`config.mk`:
```
export PLATFORM = sky130hd
export DESIGN_NAME = longest_consecutive_run_length
export DESIGN_NICKNAME = d
export VERILOG_FILES = /design/src/rtl/core/lcr_pkg.sv /design/src/rtl/core/longest_consecutive_run_length.sv /design/src/rtl/core/lcr_ram.sv /design/src/rtl/core/lcr_datapath.sv /design/src/rtl/core/lcr_ctrl.sv
export SDC_FILE = /design/constraint.sdc
export NUM_CORES = 1
export LEC_CHECK = 0
export BUFFER_PORTS_ARGS = -buffer_cell sky130_fd_sc_hd__buf_2
export CAP_MARGIN = 0
export CORE_MARGIN = 2
export CORE_UTILIZATION = 40
export CTS_CLUSTER_DIAMETER = 50
export DETAILED_ROUTE_END_ITERATION = 16
export MAX_ROUTING_LAYER = met4
export PLACE_DENSITY_LB_ADDON = 0.2
export SLEW_MARGIN = 20
export SYNTH_ARGS = -nofsm -noshare
export SYNTH_HDL_FRONTEND = slang
export SYNTH_SLANG_ARGS = --single-unit
```
`constraint.sdc`:
```
create_clock -name clk_i -period 7.8 [get_ports clk_i]
set_clock_uncertainty 0.15 [all_clocks]
set_input_delay 1.56 -clock clk_i [delete_from_list [all_inputs] [get_ports clk_i]]
set_output_delay 1.56 -clock clk_i [all_outputs]
set_load 0.02 [all_outputs]
```
`src/rtl/core/lcr_pkg.sv`:
```
// Shared types and constants for the longest consecutive run block.
package lcr_pkg;

  localparam int unsigned VALUE_W  = 32;
  localparam int unsigned STATUS_W = 2;
  localparam int unsigned RUN_W    = 5;

  localparam logic [STATUS_W-1:0] ST_OK       = 2'd0;
  localparam logic [STATUS_W-1:0] ST_TOO_MANY = 2'd1;
  localparam logic [STATUS_W-1:0] ST_NO_PAIR  = 2'd2;

  typedef struct packed {
    logic signed [VALUE_W-1:0] value;
    logic                      last_element;
  } lcr_in_t;

  typedef struct packed {
    logic [STATUS_W-1:0] status;
    logic [RUN_W-1:0]    run_length;
  } lcr_out_t;

  // controller -> datapath
  typedef struct packed {
    logic accept;
    logic rd_prev;
    logic shift;
    logic place;
    logic scan_init;
    logic scan_first;
    logic scan_step;
    logic emit;
  } lcr_cmd_t;

  // datapath -> controller
  typedef struct packed {
    logic full;
    logic pos_zero;
    logic greater;
    logic last;
    logic few;
    logic scan_end;
    logic overflow;
  } lcr_stat_t;

endpackage

```
`src/rtl/core/longest_consecutive_run_length.sv`:
```
// Top level: longest run of consecutive integers over a set of words.
//
// Input: a word (signed value, last_element flag) is taken on a rising
// edge with start high and busy low, and is inserted into an ascending
// store held in a RAM by walking down from the top, reading the element
// below and moving it up while it is greater than the new word; a set's
// first word lands at the bottom directly, and a word is dropped when
// the store is full.
// After the word marked last is stored or dropped, the store is scanned
// once, one RAM read per element; the scan is skipped when the set
// overflowed or holds fewer than two elements. Then the result is shown.
// Output: result_valid_o is high for exactly one cycle with status and
// run_length on result_o; the receiver has no way to stall it, so it must
// take the word in that cycle. Status: ok, too many elements, no pair.
// After the result the set is empty and busy falls.
// Reset clears the element count, the overflow flag and the controller;
// store contents are not cleared, only written entries are ever read.
module longest_consecutive_run_length #(
  parameter int unsigned MAX_ELEMENTS = 16
) (
  input  logic              clk_i,
  input  logic              rst_ni,
  input  logic              start,
  output logic              busy,
  input  lcr_pkg::lcr_in_t  in_i,
  output logic              result_valid_o,
  output lcr_pkg::lcr_out_t result_o
);

  import lcr_pkg::*;

  lcr_cmd_t  cmd;
  lcr_stat_t stat;

  lcr_ctrl u_ctrl (
    .clk_i          (clk_i),
    .rst_ni         (rst_ni),
    .start          (start),
    .busy           (busy),
    .stat_i         (stat),
    .cmd_o          (cmd),
    .result_valid_o (result_valid_o)
  );

  lcr_datapath #(
    .MAX_ELEMENTS (MAX_ELEMENTS)
  ) u_dp (
    .clk_i    (clk_i),
    .rst_ni   (rst_ni),
    .in_i     (in_i),
    .cmd_i    (cmd),
    .stat_o   (stat),
    .result_o (result_o)
  );

  // result is only shown while the block is working on a set
  a_valid_busy: assert property (@(posedge clk_i) disable iff (!rst_ni)
    result_valid_o |-> busy)
    else $error("result strobe while idle");

  a_strobe_single: assert property (@(posedge clk_i) disable iff (!rst_ni)
    result_valid_o |=> !result_valid_o && !busy)
    else $error("result strobe longer than one cycle");

  a_run_zero: assert property (@(posedge clk_i) disable iff (!rst_ni)
    result_valid_o && (result_o.status != ST_OK) |-> (result_o.run_length == '0))
    else $error("non-zero run length with failing status");

  a_accept_busy: assert property (@(posedge clk_i) disable iff (!rst_ni)
    start && !busy |=> busy)
    else $error("accepted word did not raise busy");

endmodule

```
`src/rtl/core/lcr_ram.sv`:
```
// Generic single-write, single-read RAM with registered read data.
module lcr_ram #(
  parameter int unsigned WIDTH = 32,
  parameter int unsigned DEPTH = 16
) (
  input  logic                     clk_i,
  input  logic                     we_i,
  input  logic [$clog2(DEPTH)-1:0] waddr_i,
  input  logic [WIDTH-1:0]         wdata_i,
  input  logic [$clog2(DEPTH)-1:0] raddr_i,
  output logic [WIDTH-1:0]         rdata_o
);

  logic [WIDTH-1:0] mem_q [DEPTH];

  always_ff @(posedge clk_i) begin
    if (we_i) begin
      mem_q[waddr_i] <= wdata_i;
    end
    rdata_o <= mem_q[raddr_i];
  end

endmodule

```
`src/rtl/core/lcr_datapath.sv`:
```
// Datapath: sorted store, insertion pointer, counters and run scan.
module lcr_datapath #(
  parameter int unsigned MAX_ELEMENTS = 16
) (
  input  logic             clk_i,
  input  logic             rst_ni,
  input  lcr_pkg::lcr_in_t  in_i,
  input  lcr_pkg::lcr_cmd_t cmd_i,
  output lcr_pkg::lcr_stat_t stat_o,
  output lcr_pkg::lcr_out_t  result_o
);

  import lcr_pkg::*;

  localparam int unsigned ADDR_W = $clog2(MAX_ELEMENTS);
  localparam int unsigned CNT_W  = $clog2(MAX_ELEMENTS + 1);

  logic [CNT_W-1:0]          count_q, count_d;
  logic                      overflow_q, overflow_d;
  logic signed [VALUE_W-1:0] v_q;
  logic                      last_q;
  logic [CNT_W-1:0]          pos_q;
  logic [CNT_W-1:0]          idx_q;
  logic [CNT_W-1:0]          cur_q;
  logic [CNT_W-1:0]          best_q;
  logic signed [VALUE_W-1:0] prev_q;

  logic                      we;
  logic [ADDR_W-1:0]         waddr, raddr;
  logic [VALUE_W-1:0]        wdata, rdata;
  logic [CNT_W-1:0]          pos_m1, idx_p1, cnt_m1, cur_inc;
  logic signed [VALUE_W:0]   diff;
  logic                      pair;

  assign pos_m1  = pos_q - CNT_W'(1);
  assign idx_p1  = idx_q + CNT_W'(1);
  assign cnt_m1  = count_q - CNT_W'(1);
  assign cur_inc = cur_q + CNT_W'(1);

  // step of one tested on 33 bits so the extremes do not wrap
  assign diff = {rdata[VALUE_W-1], rdata} - {prev_q[VALUE_W-1], prev_q};
  assign pair = (diff == (VALUE_W+1)'(1));

  always_comb begin
    we    = 1'b0;
    waddr = pos_q[ADDR_W-1:0];
    wdata = v_q;
    raddr = '0;
    if (cmd_i.shift) begin
      we    = 1'b1;
      wdata = rdata;
    end
    if (cmd_i.place) begin
      we = 1'b1;
    end
    if (cmd_i.rd_prev) begin
      raddr = pos_m1[ADDR_W-1:0];
    end
    if (cmd_i.scan_first) begin
      raddr = idx_q[ADDR_W-1:0];
    end
    if (cmd_i.scan_step) begin
      raddr = idx_p1[ADDR_W-1:0];
    end
  end

  lcr_ram #(
    .WIDTH (VALUE_W),
    .DEPTH (MAX_ELEMENTS)
  ) u_store (
    .clk_i   (clk_i),
    .we_i    (we),
    .waddr_i (waddr),
    .wdata_i (wdata),
    .raddr_i (raddr),
    .rdata_o (rdata)
  );

  always_comb begin
    count_d    = count_q;
    overflow_d = overflow_q;
    if (cmd_i.accept && (count_q == CNT_W'(MAX_ELEMENTS))) begin
      overflow_d = 1'b1;
    end
    if (cmd_i.place) begin
      count_d = count_q + CNT_W'(1);
    end
    if (cmd_i.emit) begin
      count_d    = '0;
      overflow_d = 1'b0;
    end
  end

  always_ff @(posedge clk_i or negedge rst_ni) begin
    if (!rst_ni) begin
      count_q    <= '0;
      overflow_q <= 1'b0;
    end else begin
      count_q    <= count_d;
      overflow_q <= overflow_d;
    end
  end

  always_ff @(posedge clk_i) begin
    if (cmd_i.accept) begin
      v_q    <= in_i.value;
      last_q <= in_i.last_element;
      pos_q  <= count_q;
    end
    if (cmd_i.shift) begin
      pos_q <= pos_m1;
    end
    if (cmd_i.scan_init) begin
      idx_q  <= CNT_W'(1);
      cur_q  <= CNT_W'(1);
      best_q <= '0;
    end
    if (cmd_i.scan_first) begin
      prev_q <= rdata;
    end
    if (cmd_i.scan_step) begin
      prev_q <= rdata;
      idx_q  <= idx_p1;
      if (pair) begin
        cur_q <= cur_inc;
        if (cur_inc > best_q) begin
          best_q <= cur_inc;
        end
      end else begin
        cur_q <= CNT_W'(1);
      end
    end
  end

  assign stat_o.full     = (count_q == CNT_W'(MAX_ELEMENTS));
  assign stat_o.pos_zero = (pos_q == '0);
  assign stat_o.greater  = ($signed(rdata) > v_q);
  assign stat_o.last     = last_q;
  assign stat_o.few      = (count_q < CNT_W'(2));
  assign stat_o.scan_end = (idx_q == cnt_m1);
  assign stat_o.overflow = overflow_q;

  always_comb begin
    if (overflow_q) begin
      result_o.status     = ST_TOO_MANY;
      result_o.run_length = '0;
    end else if (best_q == '0) begin
      result_o.status     = ST_NO_PAIR;
      result_o.run_length = '0;
    end else begin
      result_o.status     = ST_OK;
      result_o.run_length = RUN_W'(best_q);
    end
  end

endmodule

```
`src/rtl/core/lcr_ctrl.sv`:
```
// Controller: sequences insertion, run scan and result strobe.
module lcr_ctrl (
  input  logic               clk_i,
  input  logic               rst_ni,
  input  logic               start,
  output logic               busy,
  input  lcr_pkg::lcr_stat_t stat_i,
  output lcr_pkg::lcr_cmd_t  cmd_o,
  output logic               result_valid_o
);

  import lcr_pkg::*;

  typedef enum logic [2:0] {
    S_IDLE,
    S_READ,
    S_CMP,
    S_SCAN,
    S_SFIRST,
    S_STEP,
    S_EMIT
  } state_e;

  state_e state_q, state_d;

  always_comb begin
    state_d = state_q;
    cmd_o   = '0;
    case (state_q)
      S_IDLE: begin
        if (start) begin
          cmd_o.accept = 1'b1;
          state_d      = S_READ;
        end
      end
      S_READ: begin
        if (stat_i.full) begin
          state_d = stat_i.last ? S_SCAN : S_IDLE;
        end else if (stat_i.pos_zero) begin
          cmd_o.place = 1'b1;
          state_d     = stat_i.last ? S_SCAN : S_IDLE;
        end else begin
          cmd_o.rd_prev = 1'b1;
          state_d       = S_CMP;
        end
      end
      S_CMP: begin
        if (stat_i.greater) begin
          cmd_o.shift = 1'b1;
          state_d     = S_READ;
        end else begin
          cmd_o.place = 1'b1;
          state_d     = stat_i.last ? S_SCAN : S_IDLE;
        end
      end
      S_SCAN: begin
        cmd_o.scan_init = 1'b1;
        state_d = (stat_i.overflow || stat_i.few) ? S_EMIT : S_SFIRST;
      end
      S_SFIRST: begin
        cmd_o.scan_first = 1'b1;
        state_d          = S_STEP;
      end
      S_STEP: begin
        cmd_o.scan_step = 1'b1;
        if (stat_i.scan_end) begin
          state_d = S_EMIT;
        end
      end
      S_EMIT: begin
        cmd_o.emit = 1'b1;
        state_d    = S_IDLE;
      end
      default: begin
        state_d = S_IDLE;
      end
    endcase
  end

  always_ff @(posedge clk_i or negedge rst_ni) begin
    if (!rst_ni) begin
      state_q <= S_IDLE;
    end else begin
      state_q <= state_d;
    end
  end

  assign busy           = (state_q != S_IDLE);
  assign result_valid_o = (state_q == S_EMIT);

endmodule
```
==> summary.log <==
[global_route] GRT Residual Overflow 0
[floorplanning] std cell rows 96
[setup_path] kind of end point of the critical path flop
[cells_and_area] most common library cell in the layout ignoring fill and taps sky130_fd_sc_hd__edfxtp_1
[setup_path] largest fanout of any net on the critical path 35
[detailed_routing] number of DRC violations after detailed routing 0
[floorplanning] initial core utilization 0.405
[yosys] share of cell area taken by muxes after synthesis 0.0152
[yosys] Netlist Area Pre-Place 27,800 µm²
[clocking] source-to-sink clock delay at the later pin of the worst-skew pair 0.63 ns
[hold_path] worst hold path depth 0
[yosys] Post-Synthesis Mean Instance Area 13.1 µm²
[global_route] number of antenna violations at the first check in global routing 0
[yosys] count of flip-flops with a built-in enable after synthesis 592
[timing] final clock period utilization by the worst path 0.662
[run_status] run status finished clean
[placed_design] cell count after placement 2,985
[global_route] met1 Resource Use GR 0.275
[setup_path] data arrival time of the critical path 5.50 ns
[clocking] TritonCTS clock tree yes
[clocking] number of buffers created by CTS 77
[floorplanning] io pins 45
[yosys] gate count after technology mapping 2,119
[cells_and_area] final layout net count 2,247
[clocking] Post-CTS Repair Setup Buffers 0
[yosys] synthesized-area fraction occupied by and/or/nand/nor cells 0.104
[setup_path] FF-to-FF Start u_ctrl.state_q[1]
[setup_path] startpoint type of the worst setup path flop
[timing] Hold Fails Final Rpt 0
[yosys] post-synthesis compound-gate area fraction 0.128
[clocking] number of H-tree levels 3
[global_route] fraction of met2 tracks used by global routing 0.343
[cells_and_area] share of post-route cells with drive strength above 1 0.116
[detailed_routing] number of DRC markers in iteration 0 1,422
[global_route] total routing usage reported by global routing 0.211
[setup_path] endpoint of the lowest-slack register-to-register path u_dp.best_q[3]
[yosys] synth unique cells 74
[yosys] sequential share of the synthesized area 0.674
[detailed_routing] Detailed Routing Iterations Pass 1 5
[detailed_routing] total wire length 72,900 µm
[yosys] post-synth net total 2,233
[yosys] post-synthesis share of cell area spent on xor and xnor gates 0.0123
[floorplanning] standard cell core area 68,700 µm²
[setup_path] Worst Path Class, Setup reg -> reg
[cells_and_area] commonest non-fill, non-tap cells in the layout 592 x sky130_fd_sc_hd__edfxtp_1, 306 x sky130_fd_sc_hd__nand2_1, 165 x sky130_fd_sc_hd__a211oi_1, 123 x sky130_fd_sc_hd__and2_1, 102 x sky130_fd_sc_hd__a21oi_1
[cells_and_area] area taken by multi-input logic gates 8300 µm²
[placed_design] number of port buffers 44
[cells_and_area] number of cells in the finished layout apart from fillers 3,126
[placed_design] area after detailed placement 28,900 µm²
[global_route] grt peak-use layer met2
[power_and_ir_drop] cell area power density 430 nW/µm²
[timing] final period demand of the worst path 5.16 ns
[clocking] worst-case clock buffer depth 3
[placed_design] Final Wtd Congestion 0.858
[timing] Final Setup Violations 0
[timing] RSZ-0062 raised after global routing no
[timing] number of max-slew violations in the final report 0
[cells_and_area] filler instances 6,163
[timing] max-slew headroom at the worst pin 0.136
[cells_and_area] post-route standard cell area excluding fillers 31,400 µm²
[clocking] post-cts hold buffer count 0
[cells_and_area] utilization after layout 0.457
[floorplanning] full die area 71,600 µm²
[power_and_ir_drop] overall power after layout 13.5 mW
[cells_and_area] Inserted Diodes 0
[hold_path] min-delay src u_dp.u_store.rdata_o[0]
[timing] worst slew pin tran 1.30 ns
[job] # Max-Cap Violations 0
[detailed_routing] vias 17,500
[detailed_routing] Avg WL per Cell 23.3 µm
[global_route] first-pass GRT wire length 108,000 µm
[global_route] routing usage on met3 0.0283
[clocking] number of sinks driven by the clock tree 638
[global_route] maximum number of pins on one net before global-route repair 199
[yosys] FFs w/ async S/R, synth 0.0141
[setup_path] worst setup slack for register-to-register paths 2.64 ns
[floorplanning] Horiz. Die Dim 268 µm
[cells_and_area] layout overhead on the synthesized area 13.0%
[setup_path] Register-to-Register Path Depth 11
[clocking] CTS clock-pin slew for the worst setup and hold paths 0.06 ns
[setup_path] data required time at the worst endpoint 8.13 ns
[yosys] count of warnings emitted by yosys 0
[power_and_ir_drop] Max IR drop VDD 0.258 mV
[detailed_routing] via count normalized by instance count 5.60
[power_and_ir_drop] Lkg Pwr 10.8 nW
[global_route] via count of the first global-routing pass 16,900
[detailed_routing] post-route antenna net violation count 0
[floorplanning] Vert. Die Dim 268 µm
[cells_and_area] area occupied by registers 18,700 µm²
[yosys] largest family of logic cells by synthesized area compound AO/OA/AOI/OAI gates
[yosys] leading register cell type out of synthesis sky130_fd_sc_hd__edfxtp_1
[yosys] area share of fa/ha/maj cells after synthesis 0.0354
[hold_path] hold endpoint u_dp.prev_q[0]
[timing] maximum frequency from static timing analysis 194 MHz
[yosys] Yosys reg bits 638
[hold_path] worst hold path type reg -> reg
[clocking] Root Driver sky130_fd_sc_hd__clkbuf_16
[timing] final sum of negative setup slack 0 ns
[placed_design] post-detailed-placement half-perimeter wirelength 38,500 µm
[clocking] post_cts resized 0
## critical path, stage by stage, from the launching register on
cell	delay, ns
sky130_fd_sc_hd__dfrtp_1	0.49
sky130_fd_sc_hd__nand2b_1	0.45
sky130_fd_sc_hd__inv_2	0.80
sky130_fd_sc_hd__nand2_1	0.35
sky130_fd_sc_hd__nor4_1	0.33
sky130_fd_sc_hd__nand4_1	0.14
sky130_fd_sc_hd__a2111oi_0	0.42
sky130_fd_sc_hd__and3_1	0.22
sky130_fd_sc_hd__nand4_1	0.09
sky130_fd_sc_hd__or4_1	0.65
sky130_fd_sc_hd__or4_4	0.64
sky130_fd_sc_hd__mux2_4	0.32
## Yosys cell counts (9+ instances only)
library cell / instances / area share
sky130_fd_sc_hd__dfrtp_1: 9 / 0.0081
sky130_fd_sc_hd__mux2_2: 30 / 0.012
sky130_fd_sc_hd__a311oi_1: 64 / 0.020
sky130_fd_sc_hd__ha_1: 77 / 0.035
sky130_fd_sc_hd__inv_1: 80 / 0.011
sky130_fd_sc_hd__xor2_1: 16 / 0.0050
sky130_fd_sc_hd__xnor2_1: 23 / 0.0072
sky130_fd_sc_hd__nand3_1: 19 / 0.0034
sky130_fd_sc_hd__and2_0: 12 / 0.0027
sky130_fd_sc_hd__nand2_1: 307 / 0.041
sky130_fd_sc_hd__nor4_1: 9 / 0.0020
sky130_fd_sc_hd__nand4_1: 22 / 0.0050
sky130_fd_sc_hd__a21o_1: 29 / 0.0078
sky130_fd_sc_hd__edfxtp_1: 592 / 0.64
sky130_fd_sc_hd__clkbuf_1: 120 / 0.016
sky130_fd_sc_hd__a211oi_1: 165 / 0.045
sky130_fd_sc_hd__nor2_1: 40 / 0.0054
sky130_fd_sc_hd__dfxtp_1: 37 / 0.027
sky130_fd_sc_hd__o21ai_0: 22 / 0.0040
sky130_fd_sc_hd__a21oi_1: 102 / 0.018
sky130_fd_sc_hd__nor3_1: 9 / 0.0016
sky130_fd_sc_hd__and2_1: 139 / 0.031
sky130_fd_sc_hd__a31oi_1: 76 / 0.017
sky130_fd_sc_hd__nand2b_1: 11 / 0.0025
## state kept, by name (all words and copies together) (netlist names)
name / flops
u_dp.best_q: 5
u_dp.overflow_q: 1
u_dp.idx_q: 5
u_dp.cur_q: 5
u_dp.prev_q: 32
u_dp.u_store.mem_q: 512
u_dp.u_store.rdata_o: 32
u_ctrl.state_q: 3
u_dp.count_q: 5
u_dp.last_q: 1
u_dp.pos_q: 5
u_dp.v_q: 32
## area by class of cell
type,instances,share of cell area
flip-flops and latches,638,0.597
multi-input cells,1268,0.264
clock buffers,97,0.0647
well taps,931,0.0371
clock inverters,44,0.0141
repair buffers,67,0.0133
inverters,81,0.00968
## metal layers
metal	share of wire	wire length (µm)
met1	0.44	32000
met2	0.49	35400
met3	0.048	3500
met4	0.028	2050
met5	0	0
## how the worst max path moves through the flow
stage	start	endpoint	slack, ns	cells after the start
global route	u_ctrl.state_q[1]	u_dp.best_q[3]	2.39	11
CTS	u_ctrl.state_q[1]	u_dp.best_q[3]	2.72	11
finish	u_ctrl.state_q[1]	u_dp.best_q[3]	2.64	11
floorplan	u_dp.u_store.rdata_o[0]	u_dp.best_q[2]	3.77	16
detailed placement	u_ctrl.state_q[1]	u_dp.best_q[3]	2.75	11
global placement	u_ctrl.state_q[1]	u_dp.best_q[3]	2.91	11
## cells by family after synthesis
family | after synthesis
flops | 638
simple gates | 602
compound gates | 512
buf+inv | 213
fa+ha+maj | 78
xor+xnor | 39
mux | 37
## where the power goes
group | switching [mW] | total, mW | internal [mW]
Sequential | 0.261 | 4.67 | 4.41
Combinational | 3.56 | 5.38 | 1.82
Clock | 1.42 | 3.46 | 2.04
## stage by stage
| stage | hold slack (ns) | worst slack, ns |
|---|---|---|
| 2_1_floorplan | 0.258 | 3.77 |
| 3_3_place_gp | 0.271 | 2.91 |
| 3_5_place_dp | 0.288 | 2.75 |
| 4_1_cts | 0.293 | 2.72 |
| 5_1_grt | 0.318 | 2.39 |
| 6_report | 0.301 | 2.64 |
(Power assumes the default switching activity.)
